## config.mk

```make
export PLATFORM = sky130hd
export DESIGN_NAME = circular_deque
export DESIGN_NICKNAME = d
export VERILOG_FILES = /design/src/hdl/cdq_pkg.sv /design/src/hdl/circular_deque.sv /design/src/hdl/cdq_cell.sv
export SDC_FILE = /design/constraint.sdc
export NUM_CORES = 1
export LEC_CHECK = 0
export BUFFER_PORTS_ARGS = -buffer_cell sky130_fd_sc_hd__buf_2
export CAP_MARGIN = 40
export CORE_MARGIN = 1
export CORE_UTILIZATION = 40
export CTS_CLUSTER_DIAMETER = 60
export DETAILED_ROUTE_END_ITERATION = 6
export PLACE_DENSITY = 0.66
export SETUP_SLACK_MARGIN = 0.3
export SYNTH_ARGS = -nofsm -noshare
export SYNTH_HDL_FRONTEND = slang
export SYNTH_SLANG_ARGS = --single-unit
```

## constraint.sdc

```tcl
create_clock -name clk -period 9.2 [get_ports clk]
set_clock_uncertainty 0.1 [all_clocks]
set_input_delay 0.92 -clock clk [delete_from_list [all_inputs] [get_ports clk]]
set_output_delay 0.92 -clock clk [all_outputs]
set_load 0.005 [all_outputs]
```

## src/hdl/cdq_pkg.sv

```systemverilog
// ---------------------------------------------------------------------------
// cdq_pkg
// types and codes shared by the deque cells and the top level
// ---------------------------------------------------------------------------
`timescale 1ns / 1ps

package cdq_pkg;

  typedef logic [2:0] mode_t;

  localparam mode_t MODE_PUSH_FRONT = 3'd0;
  localparam mode_t MODE_PUSH_BACK  = 3'd1;
  localparam mode_t MODE_POP_FRONT  = 3'd2;
  localparam mode_t MODE_POP_BACK   = 3'd3;
  localparam mode_t MODE_STATUS     = 3'd4;

  localparam int          WORD_W      = 32;
  localparam int          LIMIT_W     = 5;
  localparam logic [4:0]  LIMIT_RESET = 5'd16;

  typedef logic signed [WORD_W-1:0] word_t;

  localparam word_t EMPTY_WORD = -32'sd1;

  typedef struct packed {
    logic  apply;
    mode_t mode;
    word_t value;
  } cell_ctl_t;

endpackage

```

## src/hdl/circular_deque.sv

```systemverilog
// ---------------------------------------------------------------------------
// circular_deque
// double-ended queue of signed words held in a row of shifting cells
// ---------------------------------------------------------------------------
// usage:
//   input channel (in_valid / in_stall) carries one operation beat: mode and
//   value. modes: push front, push back, pop front, pop back, status only;
//   other codes behave as status only.
//   result channel (out_valid / out_stall) returns one beat per operation:
//   ok flag, front and rear words (-1 when empty), empty and full flags.
//   cfg_valid / cfg_ready writes the entry limit (clamped to DEPTH); write it
//   only while no operation is outstanding. cfg_ready is always high.
// timing:
//   the cell row updates at the accepting edge; the deque then enters the
//   load state, in which the result register loads from the cell row and
//   out_valid rises. in_stall is high in the load state, so no new operation is taken until the result is loaded.
// reset:
//   all cells empty, limit back to 16, no result pending.
// stall:
//   a stalled result holds; in_stall stays high until it is taken.
// ---------------------------------------------------------------------------
`timescale 1ns / 1ps

module circular_deque #(
  parameter int DEPTH = 16
) (
  input  logic                clk,
  input  logic                rst_n,
  input  logic                in_valid,
  output logic                in_stall,
  input  logic [2:0]          in_mode,
  input  logic signed [31:0]  in_value,
  output logic                out_valid,
  input  logic                out_stall,
  output logic                out_ok,
  output logic signed [31:0]  out_front_value,
  output logic signed [31:0]  out_rear_value,
  output logic                out_is_empty,
  output logic                out_is_full,
  input  logic                cfg_valid,
  output logic                cfg_ready,
  input  logic [4:0]          cfg_data
);

  localparam int CNT_W = $clog2(DEPTH + 1);
  localparam int CMP_W = (CNT_W > cdq_pkg::LIMIT_W) ? CNT_W : cdq_pkg::LIMIT_W;

  localparam logic ST_IDLE = 1'b0;
  localparam logic ST_LOAD = 1'b1;

  logic                  st_r, st_nxt;
  logic [CNT_W-1:0]      count_r, count_nxt;
  logic [4:0]            max_r;
  logic                  out_valid_r;
  logic                  ok_r;
  logic                  res_ok_r;
  cdq_pkg::word_t        res_front_r, res_rear_r;
  logic                  res_empty_r, res_full_r;

  logic                  in_acc;
  logic                  op_ok;
  logic                  is_push, is_pop;
  logic [CMP_W-1:0]      count_ext, max_ext, limit;
  logic                  has_room;
  cdq_pkg::cell_ctl_t    ctl;
  cdq_pkg::word_t        rear_or;

  cdq_pkg::word_t        data_w [DEPTH];
  logic                  occ_w  [DEPTH];
  cdq_pkg::word_t        rear_w [DEPTH];

  assign cfg_ready = 1'b1;
  assign in_stall  = (st_r == ST_LOAD) || (out_valid_r && out_stall);
  assign in_acc    = in_valid && !in_stall;

  assign count_ext = CMP_W'(count_r);
  assign max_ext   = CMP_W'(max_r);
  assign limit     = (max_ext > CMP_W'(DEPTH)) ? CMP_W'(DEPTH) : max_ext;
  assign has_room  = count_ext < limit;

  assign is_push = (in_mode == cdq_pkg::MODE_PUSH_FRONT) ||
                   (in_mode == cdq_pkg::MODE_PUSH_BACK);
  assign is_pop  = (in_mode == cdq_pkg::MODE_POP_FRONT) ||
                   (in_mode == cdq_pkg::MODE_POP_BACK);
  assign op_ok   = is_push ? has_room : (is_pop ? (count_r != '0) : 1'b1);

  assign ctl.apply = in_acc && op_ok && (is_push || is_pop);
  assign ctl.mode  = in_mode;
  assign ctl.value = in_value;

  always_comb begin
    count_nxt = count_r;
    if (ctl.apply) begin
      if (is_push) begin
        count_nxt = count_r + CNT_W'(1);
      end else begin
        count_nxt = count_r - CNT_W'(1);
      end
    end
  end

  genvar gi;
  generate
    for (gi = 0; gi < DEPTH; gi++) begin : g_cell
      cdq_pkg::word_t l_data, r_data;
      logic           l_occ, r_occ;
      if (gi == 0) begin : g_first
        assign l_data = in_value;
        assign l_occ  = 1'b1;
      end else begin : g_mid
        assign l_data = data_w[gi-1];
        assign l_occ  = occ_w[gi-1];
      end
      if (gi == DEPTH - 1) begin : g_last
        assign r_data = '0;
        assign r_occ  = 1'b0;
      end else begin : g_inner
        assign r_data = data_w[gi+1];
        assign r_occ  = occ_w[gi+1];
      end
      cdq_cell u_cell (
        .clk        (clk),
        .rst_n      (rst_n),
        .ctl        (ctl),
        .left_data  (l_data),
        .left_occ   (l_occ),
        .right_data (r_data),
        .right_occ  (r_occ),
        .data       (data_w[gi]),
        .occ        (occ_w[gi]),
        .rear_word  (rear_w[gi])
      );
    end
  endgenerate

  always_comb begin
    rear_or = '0;
    for (int i = 0; i < DEPTH; i++) begin
      rear_or = rear_or | rear_w[i];
    end
  end

  always_comb begin
    st_nxt = st_r;
    unique case (st_r)
      ST_IDLE: begin
        if (in_acc) begin
          st_nxt = ST_LOAD;
        end
      end
      ST_LOAD: begin
        st_nxt = ST_IDLE;
      end
      default: begin
        st_nxt = ST_IDLE;
      end
    endcase
  end

  always_ff @(posedge clk) begin
    if (!rst_n) begin
      st_r        <= ST_IDLE;
      count_r     <= '0;
      max_r       <= cdq_pkg::LIMIT_RESET;
      out_valid_r <= 1'b0;
    end else begin
      st_r    <= st_nxt;
      count_r <= count_nxt;
      if (cfg_valid && cfg_ready) begin
        max_r <= cfg_data;
      end
      if (st_r == ST_LOAD) begin
        out_valid_r <= 1'b1;
      end else if (out_valid_r && !out_stall) begin
        out_valid_r <= 1'b0;
      end
    end
  end

  always_ff @(posedge clk) begin
    if (in_acc) begin
      ok_r <= op_ok;
    end
    if (st_r == ST_LOAD) begin
      res_ok_r    <= ok_r;
      res_front_r <= occ_w[0] ? data_w[0] : cdq_pkg::EMPTY_WORD;
      res_rear_r  <= occ_w[0] ? rear_or : cdq_pkg::EMPTY_WORD;
      res_empty_r <= (count_r == '0);
      res_full_r  <= (count_ext >= limit);
    end
  end

  assign out_valid       = out_valid_r;
  assign out_ok          = res_ok_r;
  assign out_front_value = res_front_r;
  assign out_rear_value  = res_rear_r;
  assign out_is_empty    = res_empty_r;
  assign out_is_full     = res_full_r;

endmodule

```

## src/hdl/cdq_cell.sv

```systemverilog
// ---------------------------------------------------------------------------
// cdq_cell
// one deque slot: holds a word and an occupied flag, shifts with neighbours
// ---------------------------------------------------------------------------
`timescale 1ns / 1ps

module cdq_cell (
  input  logic              clk,
  input  logic              rst_n,
  input  cdq_pkg::cell_ctl_t ctl,
  input  cdq_pkg::word_t    left_data,
  input  logic              left_occ,
  input  cdq_pkg::word_t    right_data,
  input  logic              right_occ,
  output cdq_pkg::word_t    data,
  output logic              occ,
  output cdq_pkg::word_t    rear_word
);

  cdq_pkg::word_t data_r, data_nxt;
  logic           occ_r, occ_nxt;

  always_comb begin
    data_nxt = data_r;
    occ_nxt  = occ_r;
    if (ctl.apply) begin
      unique case (ctl.mode)
        cdq_pkg::MODE_PUSH_FRONT: begin
          data_nxt = left_data;
          occ_nxt  = left_occ;
        end
        cdq_pkg::MODE_PUSH_BACK: begin
          if (!occ_r && left_occ) begin
            data_nxt = ctl.value;
            occ_nxt  = 1'b1;
          end
        end
        cdq_pkg::MODE_POP_FRONT: begin
          data_nxt = right_data;
          occ_nxt  = right_occ;
        end
        cdq_pkg::MODE_POP_BACK: begin
          if (occ_r && !right_occ) begin
            occ_nxt = 1'b0;
          end
        end
        default: begin
        end
      endcase
    end
  end

  always_ff @(posedge clk) begin
    if (!rst_n) begin
      occ_r <= 1'b0;
    end else begin
      occ_r <= occ_nxt;
    end
  end

  always_ff @(posedge clk) begin
    data_r <= data_nxt;
  end

  assign data      = data_r;
  assign occ       = occ_r;
  // last occupied slot drives its word onto the rear bus
  assign rear_word = (occ_r && !right_occ) ? data_r : '0;

endmodule

```

==> results.yml <==
status:
  outcome: "completed"
global_route:
  grt_pass1_vias: 19900
  antenna_found_initial: 2
  grt_usage_pct: 24.9
  grt_pass1_wl_um: 133000
  grt_max_degree: 225
  grt_overflow_total: 0
place:
  place_inst: 2812
  port_buffers: 113
  placed_area_mm2: 0.0300
  dp_hpwl_um: 47800
  place_congestion: 0.826
synth:
  yosysWarningCount: 0
  async_flop_share_pct: 0
  synth_area_per_cell_um2: 14.5
  synth_top_area_cell: "edfxtp_1"
  synth_area_mm2: 0.0285
  synth_commonest_cells: "580 x edfxtp_1, 479 x a221o_1, 159 x clkbuf_1"
  syn_inst: 1969
  synth_top_area_share_pct: 61.1
  synth_edf_count: 580
  yosysMostFrequentCell: "edfxtp_1"
  seq_area_frac_synth_pct: 63.0
  synth_area_leaders: "edfxtp_1 61%, a221o_1 17%, a221oi_1 3.9%"
  syn_nets: 2023
  synth_cell_type_count: 56
  synth_seq_cells: 608
  synth_ff_type: "edfxtp_1"
die:
  start_util_pct: 40.6
  fp.dieW_um: 269
  pin_count: 115
  core_mm2: 0.0703
  fp.dieH_um: 269
  fp-row-count: 97
  die-area_mm2: 0.0724
timing:
  fin_crit_sh_pct: 52.0
  drv_slew: 0
  final-hold-violation-count: 0
  tightest_slew_ns: 1.11
  min_period_ns: 4.78
  max_freq_mhz: 209
  setup_viol: 0
  setup_tns_ns: 0
  grt_setup_unrepaired: "false"
  max_slew_margin_pct: 26.0
setup_path:
  worstPathMaxFanout: 91
  cp_slowest_cell: "buf_4"
  critPathLaunchType: "input port"
  max_stage_delay_ns: 0.88
  cp.required_ns: 9.44
  cp-end-kind: "register"
  crit_top_cell: "buf_4"
  path_cells: "buf_2, buf_4, nor2_4, buf_4, buf_4, buf_4, buf_4, mux2_2"
  crit_arrival_ns: 5.02
  path_class: "input port to register"
clocking:
  htreeDepth: 3
  path_clk_slew_ns: 0.05
  tritoncts: "done"
  clock_path_buffers: 3
  cts_sinks: 608
  cts_buffers: 68
  ctsResizeCount: 0
  clock-root-buffer: "clkbuf_16"
  post_cts_buffers: 0
  hold_buffers: 0
  clk_latency_ns: 0.61
route:
  drt_iter0_markers: 3290
  first_pass_iters: 6
  avgViaCountPerCell: 7.24
  vias: 21200
  ant_nets: 0
  wl_per_cell_um: 31.2
  drt_wl_total_um: 91500
  drc: 0
final_layout:
  fill_cells: 6091
  drive_gt1_share_pct: 17.5
  multi_input_area_mm2: 0.00968
  area_growth_pct: 13.1
  fin_area_mm2: 0.0323
  final_nets: 1996
  register_area_mm2: 0.0180
  final_cells: 2931
flow_run:
  drv_cap: 0
pwr:
  ir_worst_vdd_mv: 0.146
  p_total_uw: 6460
  p_leak_uw: 0.0103
  power_density_mw_per_mm2: 200
min_path:
  hp-class: "register to register"
registers in the layout, indices dropped and copies added, names as in the netlist:
register            count
out_is_empty            1
g_cell.u_cell.data    512
out_rear_value         32
out_valid               1
out_ok                  1
out_front_value        32
max_ext                 5
g_cell.u_cell.occ      16
count_ext               5
ok_r                    1
out_is_full             1
st_r                    1
layout by cell type (no fill, tap or decap), types with 5 or more instances in the layout:
cell type and instances:
and3_1 35, mux2_2 32, nor4_1 9, dfxtp_1 25, a21oi_4 16, a22o_1 94, inv_1 11, mux2i_1 5
nand2b_1 39, o31a_1 9, nand2_1 25, nand4_1 34, nor2b_4 10, a21oi_1 11, clkinv_2 7, nor2_4 7
edfxtp_1 580, nor2_1 11, o21a_1 10, clkinv_1 9, clkbuf_1 16, o22ai_1 15, a21o_1 34, o221a_2 5
clkbuf_16 71, buf_2 113, a221o_1 479, a221oi_1 126, bufinv_16 9, o21ai_0 10, buf_16 5, nand3_1 11
ha_1 8, nor2b_1 9, buf_4 45
critical path, delay by kind of cell:
| family | cells | cell delay [ns] |
|---|---|---|
| mux | 1 | 0.38 |
| buf+inv | 6 | 3.42 |
| simple gates | 1 | 0.20 |
report_power, final:
group | switching, uW | internal, uW | leakage (uW) | total (uW)
sequential | 49.6 | 3110 | 0.00539 | 3160
clock | 1120 | 1660 | 0.00108 | 2790
combinational | 313 | 200 | 0.00386 | 513
total | 1490 | 4980 | 0.0103 | 6460
logic make-up after synthesis:
| family | synth area share, % |
|---|---|
| adders and majority gates | 0.421 |
| xor gates and xnor gates | 0.0614 |
| AOI/OAI and AO/OA | 27.0 |
| buffers and inverters | 4.09 |
| other | 0.0131 |
| and+or+nand+nor | 3.97 |
| muxes | 1.44 |
| DFF | 63.0 |
metrics by stage:
stage	worst slack [ns]	utilization (%)	hold WS, ns
2_1_floorplan	4.72	-	0.300
3_3_place_gp	4.04	42.4	0.331
3_5_place_dp	4.00	42.7	0.331
4_1_cts	4.63	45.9	0.345
5_1_grt	4.28	45.9	0.359
6_report	4.42	45.9	0.334
metal layers:
metal / vias to the layer above / wire length, um / part of all wire [%] / global-route usage [%]
met4: 2 / 4320 / 4.7 / 11.4
met1: 10600 / 35100 / 38 / 34.3
met3: 323 / 11800 / 13 / 6.15
li1: 8628 / - / - / -
met2: 1657 / 40300 / 44 / 37.1
met5: - / 8 / 0.0087 / 0
layout make-up:
class	instances	share of cell area, %
Clock inverter	31	1.22
Multi-Input combinational cell	1082	30.0
Antenna cell	1	0.00776
Timing Repair Buffer	168	3.52
Tap cell	940	3.65
Inverter	14	0.163
Clock buffer	87	5.69
Sequential cell	608	55.7
worst paths after layout:
path,startpoint,to,slack [ns],cells after the start
hold reg to reg,ok_r$_DFFE_PP_,out_ok$_DFFE_PP_,0.33,0
setup reg to reg,max_ext[4]$_SDFFE_PN1P_,g_cell[8].u_cell.data[7]$_DFFE_PP_,5.18,11
setup / recovery,in_mode[0],g_cell[0].u_cell.data[22]$_DFFE_PP_,4.42,8
hold / removal,ok_r$_DFFE_PP_,out_ok$_DFFE_PP_,0.33,0
Note: power is estimated with default switching activity, not from simulation.
